`config.mk`:
```
export PLATFORM = sky130hd
export DESIGN_NAME = sync_length_crc_frame_parser
export DESIGN_NICKNAME = d
export VERILOG_FILES = /design/src/rtl/core/sclf_pkg.sv /design/src/rtl/core/sclf_crc.sv /design/src/rtl/core/sclf_parser.sv /design/src/rtl/core/sync_length_crc_frame_parser.sv
export SDC_FILE = /design/constraint.sdc
export NUM_CORES = 1
export LEC_CHECK = 0
export ABC_AREA = 1
export BUFFER_PORTS_ARGS = -buffer_cell sky130_fd_sc_hd__buf_2
export CORE_MARGIN = 3
export CORE_UTILIZATION = 25
export CTS_CLUSTER_DIAMETER = 120
export DETAILED_ROUTE_END_ITERATION = 8
export GPL_ROUTABILITY_DRIVEN = 0
export GPL_TIMING_DRIVEN = 0
export HOLD_SLACK_MARGIN = 0.02
export SETUP_SLACK_MARGIN = 0.1
export SYNTH_ARGS = -nofsm -noshare
export SYNTH_HDL_FRONTEND = slang
export SYNTH_SLANG_ARGS = --single-unit
export TNS_END_PERCENT = 100
```
`constraint.sdc`:
```
create_clock -name clk -period 3.65 [get_ports clk]
set_clock_uncertainty 0.15 [all_clocks]
set_input_delay 0.365 -clock clk [delete_from_list [all_inputs] [get_ports clk]]
set_output_delay 0.365 -clock clk [all_outputs]
set_load 0.01 [all_outputs]
```
`src/rtl/core/sclf_pkg.sv`:
```
// Shared types and constants for the sync/length framed packet parser.
package sclf_pkg;

	// Widths of the word fields.
	localparam int unsigned ByteW = 8;
	localparam int unsigned LenW  = 16;
	localparam int unsigned CrcW  = 16;
	localparam int unsigned StatW = 2;
	localparam int unsigned IdxW  = 2;

	// CRC-16/XMODEM generator polynomial and top bit.
	localparam logic [CrcW-1:0] CrcPoly = 16'h1021;
	localparam logic [CrcW-1:0] CrcTop  = 16'h8000;
	localparam logic [CrcW-1:0] CrcInit = 16'h0000;

	// Reset values of the configuration registers.
	localparam logic [ByteW-1:0] FirstSyncRst  = 8'h06;
	localparam logic [ByteW-1:0] SecondSyncRst = 8'h66;
	localparam logic [LenW-1:0]  MaxLenRst     = 16'd256;

	// Configuration register indexes.
	localparam logic [IdxW-1:0] RegFirstSync  = 2'd0;
	localparam logic [IdxW-1:0] RegSecondSync = 2'd1;
	localparam logic [IdxW-1:0] RegMaxLen     = 2'd2;

	// Frame status codes.
	localparam logic [StatW-1:0] StNone     = 2'd0;
	localparam logic [StatW-1:0] StGood     = 2'd1;
	localparam logic [StatW-1:0] StBadCrc   = 2'd2;
	localparam logic [StatW-1:0] StRejected = 2'd3;

	// Configuration seen by the parser.
	typedef struct packed {
		logic [ByteW-1:0] first_sync;
		logic [ByteW-1:0] second_sync;
		logic [LenW-1:0]  max_len;
	} cfg_t;

	// One result word.
	typedef struct packed {
		logic             payload_valid;
		logic [ByteW-1:0] payload_byte;
		logic [LenW-1:0]  payload_index;
		logic [StatW-1:0] frame_status;
		logic [LenW-1:0]  frame_length;
	} res_t;

endpackage

```
`src/rtl/core/sclf_crc.sv`:
```
// Byte-parallel CRC-16/XMODEM update.
module sclf_crc (
	input  logic [sclf_pkg::CrcW-1:0]  crc_in,
	input  logic [sclf_pkg::ByteW-1:0] data,
	output logic [sclf_pkg::CrcW-1:0]  crc_out
);

	// Eight MSB-first shift steps over the byte folded into the top of the CRC.
	always_comb begin
		logic [sclf_pkg::CrcW-1:0] c;
		c = crc_in ^ {data, {(sclf_pkg::CrcW - sclf_pkg::ByteW){1'b0}}};
		for (int k = 0; k < sclf_pkg::ByteW; k++) begin
			if ((c & sclf_pkg::CrcTop) != '0) begin
				c = {c[sclf_pkg::CrcW-2:0], 1'b0} ^ sclf_pkg::CrcPoly;
			end else begin
				c = {c[sclf_pkg::CrcW-2:0], 1'b0};
			end
		end
		crc_out = c;
	end

endmodule

```
`src/rtl/core/sclf_parser.sv`:
```
// Frame parsing state machine with the result register.
module sclf_parser (
	input  logic                       clk,
	input  logic                       arst_n,
	input  logic                       adv,
	input  logic [sclf_pkg::ByteW-1:0] byte_s1,
	input  sclf_pkg::cfg_t             cfg,
	output sclf_pkg::res_t             res_s2
);

	typedef enum logic [2:0] {
		PH_SYNC1   = 3'd0,
		PH_SYNC2   = 3'd1,
		PH_LEN_LO  = 3'd2,
		PH_LEN_HI  = 3'd3,
		PH_PAYLOAD = 3'd4,
		PH_CRC_LO  = 3'd5,
		PH_CRC_HI  = 3'd6
	} phase_t;

	phase_t                     phase_q, phase_d;
	logic [sclf_pkg::LenW-1:0]  frame_len_q, frame_len_d;
	logic [sclf_pkg::LenW-1:0]  byte_count_q, byte_count_d;
	logic [sclf_pkg::CrcW-1:0]  crc_q, crc_d, crc_upd;
	logic [sclf_pkg::ByteW-1:0] crc_lo_q, crc_lo_d;
	logic [sclf_pkg::LenW-1:0]  len_full, count_inc;
	sclf_pkg::res_t             res_d;

	// Running CRC over the payload byte.
	sclf_crc u_crc (
		.crc_in (crc_q),
		.data   (byte_s1),
		.crc_out(crc_upd)
	);

	assign len_full  = {byte_s1, frame_len_q[sclf_pkg::ByteW-1:0]};
	assign count_inc = byte_count_q + 1'b1;

	// Next state and result for the word in the input register.
	always_comb begin
		phase_d      = phase_q;
		frame_len_d  = frame_len_q;
		byte_count_d = byte_count_q;
		crc_d        = crc_q;
		crc_lo_d     = crc_lo_q;
		res_d        = '0;
		res_d.frame_status = sclf_pkg::StNone;
		unique case (phase_q)
			PH_SYNC1: begin
				if (byte_s1 == cfg.first_sync) phase_d = PH_SYNC2;
			end
			PH_SYNC2: begin
				phase_d = (byte_s1 == cfg.second_sync) ? PH_LEN_LO : PH_SYNC1;
			end
			PH_LEN_LO: begin
				frame_len_d = {{(sclf_pkg::LenW - sclf_pkg::ByteW){1'b0}}, byte_s1};
				phase_d     = PH_LEN_HI;
			end
			PH_LEN_HI: begin
				frame_len_d = len_full;
				if (len_full == '0 || len_full > cfg.max_len) begin
					res_d.frame_status = sclf_pkg::StRejected;
					res_d.frame_length = len_full;
					phase_d            = PH_SYNC1;
				end else begin
					byte_count_d = '0;
					crc_d        = sclf_pkg::CrcInit;
					phase_d      = PH_PAYLOAD;
				end
			end
			PH_PAYLOAD: begin
				res_d.payload_valid = 1'b1;
				res_d.payload_byte  = byte_s1;
				res_d.payload_index = byte_count_q;
				crc_d               = crc_upd;
				byte_count_d        = count_inc;
				if (count_inc >= frame_len_q) phase_d = PH_CRC_LO;
			end
			PH_CRC_LO: begin
				crc_lo_d = byte_s1;
				phase_d  = PH_CRC_HI;
			end
			PH_CRC_HI: begin
				res_d.frame_status = ({byte_s1, crc_lo_q} == crc_q) ?
					sclf_pkg::StGood : sclf_pkg::StBadCrc;
				res_d.frame_length = frame_len_q;
				phase_d            = PH_SYNC1;
			end
			default: begin
				phase_d = PH_SYNC1;
			end
		endcase
	end

	// State and result register, loaded when a word moves forward.
	always_ff @(posedge clk or negedge arst_n) begin
		if (!arst_n) begin
			phase_q      <= PH_SYNC1;
			frame_len_q  <= '0;
			byte_count_q <= '0;
			crc_q        <= sclf_pkg::CrcInit;
			crc_lo_q     <= '0;
			res_s2       <= '0;
		end else if (adv) begin
			phase_q      <= phase_d;
			frame_len_q  <= frame_len_d;
			byte_count_q <= byte_count_d;
			crc_q        <= crc_d;
			crc_lo_q     <= crc_lo_d;
			res_s2       <= res_d;
		end
	end

	// A payload word never carries a frame status.
	a_payload_no_status: assert property (@(posedge clk) disable iff (!arst_n)
		res_s2.payload_valid |-> res_s2.frame_status == sclf_pkg::StNone)
		else $error("payload word carries a frame status");

	// A word taken in the payload phase yields a payload result.
	a_payload_result: assert property (@(posedge clk) disable iff (!arst_n)
		(adv && phase_q == PH_PAYLOAD) |=> res_s2.payload_valid)
		else $error("payload phase word gave no payload result");

	// The payload counter stays below the frame length.
	a_count_bound: assert property (@(posedge clk) disable iff (!arst_n)
		phase_q == PH_PAYLOAD |-> byte_count_q < frame_len_q)
		else $error("payload counter ran past the frame length");

endmodule

```
`src/rtl/core/sync_length_crc_frame_parser.sv`:
```
// Top level of the sync/length framed packet parser with CRC-16/XMODEM check.
//
//  channel  | handshake              | payload
//  ---------+------------------------+--------------------------------------------
//  input    | in_valid / in_ready    | rx_byte
//  output   | out_valid / out_ready  | payload_valid, payload_byte, payload_index,
//           |                        | frame_status, frame_length
//  config   | cfg_we                 | cfg_idx, cfg_wdata
//
// A result word comes out once its input word has passed the input register, then
// the parser state machine and CRC feeding the result register. One word is
// accepted every cycle without a stall; every word yields exactly one result word.
// A stalled output holds the result register and backs up into the input register.
// Reset returns the parser to sync hunting and loads the default configuration.
module sync_length_crc_frame_parser (
	input  logic                        clk,
	input  logic                        arst_n,
	input  logic                        in_valid,
	output logic                        in_ready,
	input  logic [sclf_pkg::ByteW-1:0]  rx_byte,
	output logic                        out_valid,
	input  logic                        out_ready,
	output logic                        payload_valid,
	output logic [sclf_pkg::ByteW-1:0]  payload_byte,
	output logic [sclf_pkg::LenW-1:0]   payload_index,
	output logic [sclf_pkg::StatW-1:0]  frame_status,
	output logic [sclf_pkg::LenW-1:0]   frame_length,
	input  logic                        cfg_we,
	input  logic [sclf_pkg::IdxW-1:0]   cfg_idx,
	input  logic [sclf_pkg::LenW-1:0]   cfg_wdata
);

	logic                       valid_s1, valid_s2;
	logic [sclf_pkg::ByteW-1:0] byte_s1;
	logic                       out_free, adv;
	sclf_pkg::cfg_t             cfg_q;
	sclf_pkg::res_t             res_s2;

	// Pipeline flow control.
	assign out_free = !valid_s2 || out_ready;
	assign adv      = valid_s1 && out_free;
	assign in_ready = !valid_s1 || out_free;

	// Configuration registers.
	always_ff @(posedge clk or negedge arst_n) begin
		if (!arst_n) begin
			cfg_q.first_sync  <= sclf_pkg::FirstSyncRst;
			cfg_q.second_sync <= sclf_pkg::SecondSyncRst;
			cfg_q.max_len     <= sclf_pkg::MaxLenRst;
		end else if (cfg_we) begin
			unique case (cfg_idx)
				sclf_pkg::RegFirstSync:  cfg_q.first_sync  <= cfg_wdata[sclf_pkg::ByteW-1:0];
				sclf_pkg::RegSecondSync: cfg_q.second_sync <= cfg_wdata[sclf_pkg::ByteW-1:0];
				sclf_pkg::RegMaxLen:     cfg_q.max_len     <= cfg_wdata;
				default: ;
			endcase
		end
	end

	// Input register valid flag and output valid flag.
	always_ff @(posedge clk or negedge arst_n) begin
		if (!arst_n) begin
			valid_s1 <= 1'b0;
			valid_s2 <= 1'b0;
		end else begin
			if (in_ready) valid_s1 <= in_valid;
			if (out_free) valid_s2 <= valid_s1;
		end
	end

	// Input byte register.
	always_ff @(posedge clk) begin
		if (in_valid && in_ready) byte_s1 <= rx_byte;
	end

	// Parser and result register.
	sclf_parser u_parser (
		.clk    (clk),
		.arst_n (arst_n),
		.adv    (adv),
		.byte_s1(byte_s1),
		.cfg    (cfg_q),
		.res_s2 (res_s2)
	);

	assign out_valid     = valid_s2;
	assign payload_valid = res_s2.payload_valid;
	assign payload_byte  = res_s2.payload_byte;
	assign payload_index = res_s2.payload_index;
	assign frame_status  = res_s2.frame_status;
	assign frame_length  = res_s2.frame_length;

endmodule

```
==> impl_metrics.env <==
export IMPL_outcome="completed"
export IMPL_die_w_um=178.2
export IMPL_hold_buffers=10
export IMPL_netlist_area_um2=7412
export IMPL_cts_resized=0
export IMPL_hold_viol_final=0
export IMPL_ys_flop_type="dfrtp_1"
export IMPL_portBuffers=75
export IMPL_max_cap_viol_count=0
export IMPL_crit_path_end_kind="register"
export IMPL_grt_max_degree=73
export IMPL_preCtsSetupSlack_ps=486.8
export IMPL_yosysMostFrequentCell="nand2_1"
export IMPL_die_area_um2=31750
export IMPL_antenna_left=0
export IMPL_cts_buffers=17
export IMPL_path_cells="ha_1, nand2_1, nor2_1, inv_1, nor3_1, nand2_1, nor2_1, xor2_1, inv_1, ha_1, nand2_1, nor4_1, nand2_1, nand4_1, nand2_1, nand2_1, o21ai_0"
export IMPL_syn_to_final_growth_pct=21.76
export IMPL_grt_busiest_layer="met2"
export IMPL_cts_setup_buffers=0
export IMPL_core_area_um2=28940
export IMPL_clk_latency_ps=430
export IMPL_grt_antenna_before_repair=0
export IMPL_synth_common_cells="nand2_1, dfrtp_1, inv_1"
export IMPL_ff2ff_setup_slack_ps=490
export IMPL_synth_top_area_share_pct=43.55
export IMPL_cp_data_arrival_time_ps=3320
export IMPL_initial_core_util_pct=25.62
export IMPL_overflow=0
export IMPL_dr_pass1_iters=5
export IMPL_grt_use_met3_pct=2.810
export IMPL_slowest_delay_ps=460
export IMPL_fin_nets=1069
export IMPL_power_leakage_nw=4.674
export IMPL_tightest_slew_ps=651.4
export IMPL_rsz0062_at_grt="no"
export IMPL_cts_tree="built"
export IMPL_diodes=0
export IMPL_seq_area_frac_synth_pct=49.27
export IMPL_syn_num_nets=964
export IMPL_yosysWarnings=0
export IMPL_wire_per_inst_um=14.00
export IMPL_ios=76
export IMPL_place_area_um2=8302
export IMPL_peakVddDrop_uv=260.8
export IMPL_synth_seq_cells=144
export IMPL_avgSynthCellArea_um2=8.236
export IMPL_grt_pass1_vias=6019
export IMPL_setup_viol=0
export IMPL_die_height_um=178.2
export IMPL_grt_use_total_pct=12.90
export IMPL_dr_total_vias=6084
export IMPL_setup_slack_ps=486.5
export IMPL_rows=62
export IMPL_htreeDepth=4
export IMPL_hp_class="in2reg"
export IMPL_critPathRequiredTime_ps=3800
export IMPL_fin_util_pct=31.19
export IMPL_slew_viol_final=0
export IMPL_wl_mm=19.63
export IMPL_final_setup_tns_ps=0
export IMPL_fin_area_um2=9025
export IMPL_viasPerCell=4.340
export IMPL_slowest_stage="nor4_1"
export IMPL_power_density_nw_per_um2=526.1
export IMPL_path_max_fanout=4
export IMPL_fillCellCount=3059
export IMPL_max_freq_mhz=316.1
export IMPL_drive_above_1_share_pct=15.13
export IMPL_cts_buffer_depth=2
export IMPL_post_dp_hpwl_mm=14.69
export IMPL_cts_num_sinks=144
export IMPL_synth_edf_count=8
export IMPL_async_flop_share_pct=94.44
export IMPL_yosys_cell_types_count=37
export IMPL_ys_top_cells_by_area="dfrtp_1, nand2_1, ha_1"
export IMPL_synth_largest_area_cell="dfrtp_1"
export IMPL_fin_crit_sh_pct=86.67
export IMPL_syn_inst=900
export IMPL_cpMostUsedCell="nand2_1"
export IMPL_drc=0
export IMPL_finalCriticalPeriod_ps=3164
export IMPL_relSlewSlack_pct=56.57
export IMPL_initialDrtViolationCount=499
export IMPL_grt_use_met1_pct=17.20
export IMPL_worstSetupPathType="reg2reg"
export IMPL_grt_pass1_wl_mm=31.84
export IMPL_use_met2_pct=20.98
export IMPL_path_clk_slew_ps=70
export IMPL_start_kind="register"
export IMPL_root_buffer="clkbuf_16"
power by group:
| part | internal (W) | leakage, nW | switching (W) |
|---|---|---|---|
| registers | 0.00180 | 1.85 | 0.000155 |
| clock network | 0.00110 | 0.305 | 0.000766 |
| logic | 0.000351 | 2.51 | 0.000580 |
through the flow:
step,cells,hold WS [ps],total power [W]
floorplan,900,-80.59,0.002605
global placement,1359,312.3,0.002875
detailed placement,1360,262.4,0.002902
CTS,1402,22.57,0.004789
global route,1402,38.12,0.005036
finish,1402,36.74,0.004748
path summary, 6_finish.rpt:
| check | start | endpoint | cells past startpoint |
|---|---|---|---|
| worst max-delay path | u_parser.byte_count_q[0] | u_parser.phase_q[0] | 17 |
| worst min-delay path | cfg_wdata[9] | cfg_q[9] | 3 |
| worst max register to register | u_parser.byte_count_q[0] | u_parser.phase_q[0] | 17 |
| worst min register to register | u_parser.res_s2[5] | u_parser.res_s2[5] | 2 |
| max in group asynchronous | arst_n | u_parser.byte_count_q[1] | 3 |
| min in group asynchronous | arst_n | u_parser.res_s2[7] | 2 |
cell usage in the layout, fill, tap and decap left out, types with 12 or more instances in the layout:
master / count
nand2_1: 289
dfrtp_1: 129
inv_1: 94
o21ai_0: 82
buf_2: 80
nor2_1: 50
nand3_1: 47
ha_1: 33
a21oi_1: 28
xor2_1: 24
xnor2_1: 19
clkbuf_16: 17
clkbuf_1: 15
nor3_1: 12
cells by family (layout without fill, tap and decap cells):
family | after synthesis | after routing | share of synthesized area [%]
AND/OR/NAND/NOR | 435 | 435 | 24.80
AO/OA/AOI/OAI | 113 | 113 | 7.748
XOR/XNOR | 44 | 44 | 5.301
adder cells (fa/ha/maj) | 33 | 33 | 5.571
buffers and inverters | 131 | 249 | 7.309
flip-flops | 144 | 144 | 49.27
critical path: cells and delay by family, from the launching register on:
| family | cells | cell delay [ps] |
|---|---|---|
| AOI/OAI and AO/OA | 1 | 70 |
| xor gates and xnor gates | 1 | 160 |
| adders and majority gates | 2 | 480 |
| buffers and inverters | 2 | 180 |
| DFF | 1 | 410 |
| and+or+nand+nor | 11 | 1600 |
sequential cells by signal (all words and copies together) (netlist names):
signal                 flops
u_parser.crc_q            16
u_parser.crc_lo_q          8
u_parser.phase_q           3
u_parser.byte_count_q     16
cfg_q                     32
byte_s1                    8
valid_s1                   1
out_valid                  1
u_parser.res_s2           43
u_parser.frame_len_q      16
routing by layer:
layer | wire length, µm | part of all wire (%)
met2 | 9162 | 47
met5 | 0 | 0
met4 | 340 | 1.7
met1 | 9293 | 47
met3 | 838 | 4.3
cell type report:
type                       count  area, µm²  area share, %
multi-input combinational    625       3218          35.66
clock inverter                15      197.7          2.190
timing repair buffer          86      509.2          5.643
sequential                   144       3652          40.47
inverter                     100      375.4          4.159
tap                          384      480.5          5.324
clock buffer                  17      425.4          4.714
buffer                        31      166.4          1.844
Power figures use the tool's default switching activity.
